--- src/sv/lfs_pkg.sv ---
package lfs_pkg;

  // Sensor patterns: bit 2 left, bit 1 centre, bit 0 right.
  localparam logic [2:0] PAT_NONE       = 3'b000;
  localparam logic [2:0] PAT_FAR_LEFT   = 3'b001;
  localparam logic [2:0] PAT_CENTRE     = 3'b010;
  localparam logic [2:0] PAT_NEAR_LEFT  = 3'b011;
  localparam logic [2:0] PAT_FAR_RIGHT  = 3'b100;
  localparam logic [2:0] PAT_SPLIT      = 3'b101;
  localparam logic [2:0] PAT_NEAR_RIGHT = 3'b110;
  localparam logic [2:0] PAT_ALL        = 3'b111;

  // Motor command pairs for the three base speeds (127 forward, 255 reverse, 0 stop).
  localparam logic [7:0] GO_FWD_ONE  = 8'd127;
  localparam logic [7:0] GO_FWD_TWO  = 8'd254;
  localparam logic [7:0] GO_REV_ONE  = 8'd255;
  localparam logic [7:0] GO_REV_TWO  = 8'd125;
  localparam logic [7:0] GO_STOP_ONE = 8'd0;
  localparam logic [7:0] GO_STOP_TWO = 8'd128;

  localparam logic [7:0] STEER_CLAMP   = 8'd127;
  localparam logic [7:0] STEER_BASE_HI = 8'd255;
  localparam logic [7:0] STEER_BASE_LO = 8'd127;

  localparam logic [9:0] LOST_MAX = 10'd1023;

  localparam logic signed [17:0] INTEG_MAX = 18'sd32767;
  localparam logic signed [17:0] INTEG_MIN = -18'sd32768;

  typedef enum logic [2:0] {
    ST_FOLLOWING   = 3'd0,
    ST_JUNCTION    = 3'd1,
    ST_LINE_LOST   = 3'd2,
    ST_TRAVEL_DONE = 3'd3,
    ST_IDLE        = 3'd4
  } run_status_t;

  typedef enum logic [2:0] {
    REG_GAIN_NEAR        = 3'd0,
    REG_GAIN_FAR         = 3'd1,
    REG_GAIN_INTEGRAL    = 3'd2,
    REG_LOST_LIMIT       = 3'd3,
    REG_JUNCTION_HOLDOFF = 3'd4,
    REG_TRAVEL_LIMIT     = 3'd5,
    REG_REVERSE_MODE     = 3'd6
  } cfg_index_t;

  typedef struct packed {
    logic [7:0]  gain_near;
    logic [7:0]  gain_far;
    logic [7:0]  gain_integral;
    logic [9:0]  lost_limit;
    logic [15:0] junction_holdoff;
    logic [23:0] travel_limit;
    logic        reverse_mode;
  } cfg_t;

  localparam cfg_t CFG_RESET = '{
    gain_near:        8'd40,
    gain_far:         8'd80,
    gain_integral:    8'd1,
    lost_limit:       10'd100,
    junction_holdoff: 16'd500,
    travel_limit:     24'hFFFFFF,
    reverse_mode:     1'b0
  };

  typedef struct packed {
    logic        action;
    logic [2:0]  sensor_bits;
    logic [23:0] elapsed_time;
  } item_t;

  typedef struct packed {
    logic [7:0]  motor_one;
    logic [7:0]  motor_two;
    logic [15:0] integral_sum;
    logic [9:0]  lost_count;
    logic [2:0]  previous_pattern;
    logic [2:0]  latest_nonzero;
    logic        skipping;
    run_status_t status;
  } state_t;

  localparam state_t STATE_RESET = '{
    motor_one:        GO_STOP_ONE,
    motor_two:        GO_STOP_TWO,
    integral_sum:     16'd0,
    lost_count:       10'd0,
    previous_pattern: PAT_NONE,
    latest_nonzero:   PAT_NONE,
    skipping:         1'b0,
    status:           ST_IDLE
  };

endpackage

--- src/sv/lfs_step_logic.sv ---
// Next-state logic for one transaction: steering, integral update and stop checks.
module lfs_step_logic
  import lfs_pkg::*;
(
  input  cfg_t   cfg,
  input  state_t st,
  input  item_t  item,
  output state_t st_next
);

  logic                rev;
  logic [2:0]          pat;
  logic                is_steer;
  logic                steer_right;
  logic                use_far;
  logic signed [17:0]  delta;
  logic [7:0]          gain_sel;
  logic [15:0]         prod_full;
  logic [7:0]          prod_low;
  logic [7:0]          turn;
  logic [7:0]          strength;
  logic [7:0]          steer_hi;
  logic [7:0]          steer_lo;
  logic signed [17:0]  integ_wide;
  logic [15:0]         integ_sat;
  logic [7:0]          go_one;
  logic [7:0]          go_two;
  logic [7:0]          pat_one;
  logic [7:0]          pat_two;
  logic [9:0]          lost_bumped;
  logic [9:0]          lost_final;
  logic [2:0]          latest_upd;

  assign rev = cfg.reverse_mode;
  assign pat = item.sensor_bits;

  always_comb begin
    is_steer    = 1'b0;
    steer_right = 1'b0;
    use_far     = 1'b0;
    delta       = 18'sd0;
    case (pat)
      PAT_NEAR_RIGHT: begin
        is_steer    = 1'b1;
        steer_right = 1'b1;
        delta       = -18'sd1;
      end
      PAT_NEAR_LEFT: begin
        is_steer = 1'b1;
        delta    = 18'sd1;
      end
      PAT_FAR_RIGHT: begin
        is_steer    = 1'b1;
        steer_right = 1'b1;
        use_far     = 1'b1;
        delta       = -18'sd2;
      end
      PAT_FAR_LEFT: begin
        is_steer = 1'b1;
        use_far  = 1'b1;
        delta    = 18'sd2;
      end
      default: begin
      end
    endcase
  end

  // Only the low byte of the turn term survives, so the low byte of the
  // integral is all the product needs.
  assign gain_sel  = use_far ? cfg.gain_far : cfg.gain_near;
  assign prod_full = cfg.gain_integral * st.integral_sum[7:0];
  assign prod_low  = prod_full[7:0];
  assign turn      = steer_right ? (gain_sel - prod_low) : (gain_sel + prod_low);
  assign strength  = turn[7] ? STEER_CLAMP : turn;
  assign steer_hi  = STEER_BASE_HI - strength;
  assign steer_lo  = STEER_BASE_LO - strength;

  assign integ_wide = $signed({{2{st.integral_sum[15]}}, st.integral_sum}) + delta;

  always_comb begin
    if (integ_wide > INTEG_MAX) begin
      integ_sat = INTEG_MAX[15:0];
    end else if (integ_wide < INTEG_MIN) begin
      integ_sat = INTEG_MIN[15:0];
    end else begin
      integ_sat = integ_wide[15:0];
    end
  end

  assign go_one = rev ? GO_REV_ONE : GO_FWD_ONE;
  assign go_two = rev ? GO_REV_TWO : GO_FWD_TWO;

  always_comb begin
    pat_one = st.motor_one;
    pat_two = st.motor_two;
    if (pat == PAT_CENTRE || (pat == PAT_ALL && rev)) begin
      pat_one = go_one;
      pat_two = go_two;
    end else if (is_steer) begin
      pat_one = go_one;
      pat_two = go_two;
      if (steer_right == rev) begin
        pat_one = rev ? steer_hi : steer_lo;
      end else begin
        pat_two = rev ? steer_lo : steer_hi;
      end
    end
  end

  assign latest_upd  = (pat != PAT_NONE) ? pat : st.latest_nonzero;
  assign lost_bumped = ((pat == PAT_NONE || pat == PAT_SPLIT) && st.lost_count != LOST_MAX)
                       ? st.lost_count + 10'd1 : st.lost_count;
  assign lost_final  = (pat != PAT_NONE) ? 10'd0 : lost_bumped;

  always_comb begin
    st_next = st;
    if (item.action) begin
      st_next.integral_sum     = 16'd0;
      st_next.lost_count       = 10'd0;
      st_next.previous_pattern = PAT_NONE;
      st_next.latest_nonzero   = PAT_NONE;
      st_next.status           = ST_FOLLOWING;
      st_next.skipping         = ~rev;
      st_next.motor_one        = go_one;
      st_next.motor_two        = go_two;
    end else if (st.status == ST_FOLLOWING) begin
      if (rev) begin
        st_next.skipping = 1'b0;
        if (item.elapsed_time >= cfg.travel_limit) begin
          st_next.status = ST_TRAVEL_DONE;
        end else begin
          st_next.previous_pattern = pat;
          st_next.latest_nonzero   = latest_upd;
          st_next.motor_one        = pat_one;
          st_next.motor_two        = pat_two;
          if (is_steer) begin
            st_next.integral_sum = integ_sat;
          end
        end
      end else if (!(st.skipping && pat == PAT_ALL)) begin
        st_next.skipping         = 1'b0;
        st_next.previous_pattern = pat;
        st_next.latest_nonzero   = latest_upd;
        st_next.motor_one        = pat_one;
        st_next.motor_two        = pat_two;
        if (is_steer) begin
          st_next.integral_sum = integ_sat;
        end
        if (pat == PAT_ALL && st.previous_pattern == PAT_ALL &&
            item.elapsed_time > {8'd0, cfg.junction_holdoff}) begin
          st_next.motor_one  = GO_STOP_ONE;
          st_next.motor_two  = GO_STOP_TWO;
          st_next.status     = ST_JUNCTION;
          st_next.lost_count = lost_bumped;
        end else begin
          st_next.lost_count = lost_final;
          if (lost_final > cfg.lost_limit) begin
            st_next.status = ST_LINE_LOST;
          end else if (item.elapsed_time > cfg.travel_limit) begin
            st_next.status = ST_TRAVEL_DONE;
          end
        end
      end
    end
  end

endmodule

--- src/sv/line_follower_step.sv ---
// Three-sensor line follower step. Each input transaction is either a start
// action or one sensor sample with the elapsed time; each one yields exactly
// one result transaction carrying both motor command bytes (bit 7 direction),
// the run status and the latest nonzero sensor pattern. The block takes one
// transaction per clock cycle while the result side does not stall. An
// accepted transaction waits in the input register, where a single pass of the
// steering logic, whose path is set by one 8x8 multiply feeding an add, a clamp
// and a subtract, forms the next run state, and the run state
// itself is the result register. A stall on the result side holds the input
// register and then the input side; a new transaction is still accepted while
// a finished result waits, as long as the input register is free or moving on.
// Configuration registers are written through cfg_we, cfg_index and
// cfg_data, and must only be written while no transaction is in flight.
module line_follower_step
  import lfs_pkg::*;
(
  input  logic        clk,
  input  logic        rst,

  input  logic        cfg_we,
  input  logic [2:0]  cfg_index,
  input  logic [23:0] cfg_data,

  input  logic        in_valid,
  output logic        in_stall,
  input  logic        action,
  input  logic [2:0]  sensor_bits,
  input  logic [23:0] elapsed_time,

  output logic        out_valid,
  input  logic        out_stall,
  output logic [7:0]  motor_one_cmd,
  output logic [7:0]  motor_two_cmd,
  output logic [2:0]  run_status,
  output logic [2:0]  last_seen_pattern
);

  cfg_t   cfg;
  state_t st;
  state_t st_next;
  item_t  in_q;
  logic   in_q_valid;
  logic   advance;
  logic   accept_in;
  logic   process;

  // The result register may be refilled when it is empty or being taken.
  assign advance   = ~out_valid | ~out_stall;
  assign process   = in_q_valid & advance;
  assign in_stall  = in_q_valid & ~advance;
  assign accept_in = in_valid & ~in_stall;

  always_ff @(posedge clk) begin
    if (rst) begin
      cfg <= CFG_RESET;
    end else if (cfg_we) begin
      case (cfg_index_t'(cfg_index))
        REG_GAIN_NEAR:        cfg.gain_near        <= cfg_data[7:0];
        REG_GAIN_FAR:         cfg.gain_far         <= cfg_data[7:0];
        REG_GAIN_INTEGRAL:    cfg.gain_integral    <= cfg_data[7:0];
        REG_LOST_LIMIT:       cfg.lost_limit       <= cfg_data[9:0];
        REG_JUNCTION_HOLDOFF: cfg.junction_holdoff <= cfg_data[15:0];
        REG_TRAVEL_LIMIT:     cfg.travel_limit     <= cfg_data[23:0];
        REG_REVERSE_MODE:     cfg.reverse_mode     <= cfg_data[0];
        default: begin
        end
      endcase
    end
  end

  // Input register: payload carries no reset.
  always_ff @(posedge clk) begin
    if (accept_in) begin
      in_q.action       <= action;
      in_q.sensor_bits  <= sensor_bits;
      in_q.elapsed_time <= elapsed_time;
    end
  end

  always_ff @(posedge clk) begin
    if (rst) begin
      in_q_valid <= 1'b0;
    end else if (accept_in) begin
      in_q_valid <= 1'b1;
    end else if (process) begin
      in_q_valid <= 1'b0;
    end
  end

  lfs_step_logic u_step (
    .cfg     (cfg),
    .st      (st),
    .item    (in_q),
    .st_next (st_next)
  );

  // The run state doubles as the result register: it only moves when a
  // transaction is processed, which is exactly when a new result is loaded.
  always_ff @(posedge clk) begin
    if (rst) begin
      st        <= STATE_RESET;
      out_valid <= 1'b0;
    end else begin
      if (process) begin
        st        <= st_next;
        out_valid <= 1'b1;
      end else if (~out_stall) begin
        out_valid <= 1'b0;
      end
    end
  end

  assign motor_one_cmd     = st.motor_one;
  assign motor_two_cmd     = st.motor_two;
  assign run_status        = st.status;
  assign last_seen_pattern = st.latest_nonzero;

endmodule

--- config.mk ---
export PLATFORM = sky130hd
export DESIGN_NAME = line_follower_step
export DESIGN_NICKNAME = d
export VERILOG_FILES = /design/src/sv/lfs_pkg.sv /design/src/sv/lfs_step_logic.sv /design/src/sv/line_follower_step.sv
export SDC_FILE = /design/constraint.sdc
export NUM_CORES = 1
export LEC_CHECK = 0
export ABC_AREA = 0
export BUFFER_PORTS_ARGS = -buffer_cell sky130_fd_sc_hd__buf_2
export CORE_UTILIZATION = 55
export DETAILED_ROUTE_END_ITERATION = 7
export GPL_TIMING_DRIVEN = 0
export PLACE_DENSITY = 0.82
export SETUP_SLACK_MARGIN = 0.4
export SYNTH_ARGS = -nofsm -noshare
export SYNTH_HDL_FRONTEND = slang
export SYNTH_SLANG_ARGS = --single-unit
--- constraint.sdc ---
create_clock -name clk -period 4.81 [get_ports clk]
set_input_delay 0.7215 -clock clk [delete_from_list [all_inputs] [get_ports clk]]
set_output_delay 0.7215 -clock clk [all_outputs]
set_load 0.02 [all_outputs]
==> impl_metrics.csv <==
group,metric,value,unit
clock_tree,cts_tree,"done",
global_routing,grt_pass1_vias,8182,
timing,max_freq,216,MHz
synth,synth-edff-count,28,
timing,fin_crit_sh,96.1,%
worst_hold_path,worstHoldPathCells,1,
synth,yosys.area.top_type,"dfxtp_1",
critical_path,worstSetupStartpoint,"cfg[53]",
detailed_routing,routed_wl,24800,um
synth,netlist_area,0.00969,sq mm
critical_path,r2r-end,"motor_two_cmd[0]",
pwr,p_leak,5.27,nW
synth,synthDistinctLibCells,66,
timing,finalSetupViolCount,0,
detailed_routing,drt_iter0_markers,812,
placed_design,place.gp.congestion,0.914,
global_routing,grt_max_degree,29,
final_layout,drive_gt1_share,19.7,%
final_layout,mostFrequentLayoutCell,"nand2_1",
critical_path,worstPathArrival,4.99,ns
critical_path,cp_max_fo,5,
global_routing,track_usage,27.2,%
global_routing,grt.overflow.total,0,
die,dieArea,0.0182,sq mm
placed_design,dp_slack,0.0382,ns
final_layout,syn2layout_area_growth,19.2,%
die,rows,48,
synth,syn_area_per_cell,8.55,sq um
timing,drv_slew,0,
timing,final.setup.tns,0,ns
die,die_h,135,um
critical_path,crit_path_start_kind,"register",
clock_tree,path_clk_slew,0.07,ns
critical_path,cp-endpoint,"motor_two_cmd[0]",
critical_path,crit_type,"reg2reg",
detailed_routing,drc,1,
synth,syn_nets,1300,
critical_path,endpoint_kind,"register",
die,initial_core_util,56.2,%
synth,synth_async_sr_flop_share,0,%
clock_tree,clock_sinks,157,
timing,fin_ws,0.187,ns
timing,worstMarginPinSlew,1.07,ns
clock_tree,clock-root-buffer,"clkbuf_16",
timing,rsz0062_at_grt,"yes",
synth,synthTopCellsByArea,"dfxtp_1 (27%), ha_1 (12%), edfxtp_1 (8.7%)",
global_routing,antenna_found_initial,0,
timing,skew,0.00966,ns
synth,synth_seq_cells,157,
die,core,0.0172,sq mm
synth,synth_cells,1133,
critical_path,r2r_start,"cfg[53]",
synth,ys_seq_area_share,35.3,%
timing,hold_viol,0,
flow_run,maxCapViolCount,0,
worst_hold_path,hp-class,"in2reg",
final_layout,layout_common_cells,"nand2_1 (200), dfxtp_1 (121), a21oi_1 (85)",
clock_tree,clk_path_buf_depth,2,
clock_tree,cts_buffers,17,
synth,synth-main-ff-cell,"dfxtp_1",
die,io_pins,84,
outcome,status,"finished, violations left",
critical_path,required,5.18,ns
detailed_routing,routed_via_density,5.71,
synth,yosys_warnings,0,
critical_path,reg2reg_slack,0.19,ns
detailed_routing,wl_per_cell,16.6,um
pwr,power_density,290,mW/mm^2
timing,fin_crit,4.62,ns
placed_design,place_hpwl,17000,um
detailed_routing,dr_total_vias,8560,
die,die_x,135,um
final_layout,nFillCells,1286,
final_layout,nets,1428,
clock_tree,worstSkewPairLatency,0.44,ns
final_layout,antenna_cells,0,
detailed_routing,firstDrtPassIters,7,
placed_design,port_buffers,81,
outcome,violations,"design-rule violations",
synth,yosysTopAreaCellShare,26.7,%
pwr,ir_drop,0.000317,V
clock_tree,htreeDepth,4,
critical_path,r2r_cells,21,
detailed_routing,drtAntennaViolNets,0,
timing,slew_headroom,27.9,%
global_routing,grt_pass1_wl,38800,um
-- worst min path at each step --
| stage | start | end |
|---|---|---|
| after detailed placement | cfg[34] | cfg[34] |
| after global routing | elapsed_time[17] | in_q[17] |
| final | elapsed_time[11] | in_q[11] |
| after global placement | cfg[62] | cfg[62] |
| after floorplan | st[9] | st[9] |
| after CTS | elapsed_time[14] | in_q[14] |
-- cell type report --
| class | instances | area (sq um) | area share, % |
|---|---|---|---|
| clock buffers | 17 | 425 | 3.68 |
| plain buffers | 64 | 367 | 3.17 |
| repair buffers | 109 | 634 | 5.49 |
| well taps | 225 | 282 | 2.44 |
| multi-input cells | 833 | 5930 | 51.3 |
| flip-flops and latches | 157 | 3450 | 29.9 |
| inverters | 79 | 297 | 2.57 |
| clock inverters | 15 | 170 | 1.47 |
-- metrics by stage --
stage	total power [mW]	hold slack [ns]	cell area (sq um)	util (%)	instances
global route	3.46	0.437	11600	67.0	1499
floorplan	1.77	0.432	9780	-	1133
finish	3.35	0.449	11600	67.0	1499
detailed placement	1.90	0.446	10500	60.7	1439
CTS	3.30	0.442	11300	65.5	1489
global placement	1.89	0.439	10500	60.7	1439
-- per-layer routing --
| layer | global-route usage, % | vias to the layer above | share of wire (%) |
|---|---|---|---|
| li1 | - | 4136 | - |
| met1 | 33.9 | 4013 | 43 |
| met2 | 45.7 | 343 | 48 |
| met3 | 5.86 | 68 | 6.6 |
| met4 | 10.9 | 0 | 2.8 |
| met5 | 0 | - | 0 |
-- Yosys cell counts (4+ instances only) --
cell	number
a31oi_1	6
a211oi_1	16
fa_1	14
mux2_2	8
a21o_1	17
nand4_1	9
o21a_1	9
ha_1	93
o22ai_1	4
and3_1	11
mux2i_1	6
clkbuf_1	31
nand2b_1	10
dfxtp_1	129
o31ai_1	4
o21ai_0	30
xnor2_1	28
o21bai_1	4
nor2_1	82
a21oi_1	89
nand3b_1	37
o21ai_1	6
buf_1	4
xor2_1	16
o211ai_1	6
buf_4	25
nand2_1	204
nor2b_1	13
edfxtp_1	28
nand3_1	20
and2_1	18
nor3_1	12
inv_1	79
a211o_1	8
a221o_1	10
-- repair_timing --
action | in CTS | in global routing
gates resized for setup | 23 | 40
hold buffers | 0 | 0
setup buffers | 18 | 10
pin swaps | 25 | 30
setup endpoints to repair | 14 | 17
-- power by group --
part           internal (mW)  total, mW  switching [mW]
Sequential              1.39       1.42          0.0303
Combinational          0.242      0.559           0.317
Clock                  0.744       1.38           0.637
Total                   2.37       3.35           0.984
-- logic make-up (layout without fill, tap and decap cells) --
| group | after synthesis | after routing | share of synthesized area, % |
|---|---|---|---|
| flops | 157 | 157 | 35.3 |
| compound gates | 225 | 225 | 14.9 |
| mux | 14 | 14 | 1.55 |
| xor+xnor | 47 | 47 | 4.73 |
| fa+ha+maj | 107 | 107 | 14.9 |
| simple gates | 440 | 440 | 21.9 |
| buf+inv | 143 | 284 | 6.69 |
-- worst max-delay path, stage by stage, from the launching register on --
cell	delay, ns
dfxtp_4	0.36
and2_4	0.16
fa_2	0.37
inv_2	0.06
fa_1	0.42
inv_2	0.09
ha_4	0.19
fa_1	0.49
ha_4	0.30
xor2_4	0.16
nor2_2	0.12
a21oi_2	0.07
xor2_1	0.18
ha_1	0.34
buf_6	0.12
a21oi_4	0.05
buf_4	0.15
a21oi_4	0.29
o21ai_4	0.11
a221oi_2	0.27
o211ai_1	0.12
a21oi_1	0.13
-- registers in the layout, summed over array words and instances, names as in the netlist, 3 cells and up --
signal,cells
cfg,75
run_status,3
in_q,28
st,30
motor_two_cmd,8
last_seen_pattern,3
motor_one_cmd,8
Note: power is estimated with default switching activity, not from simulation.
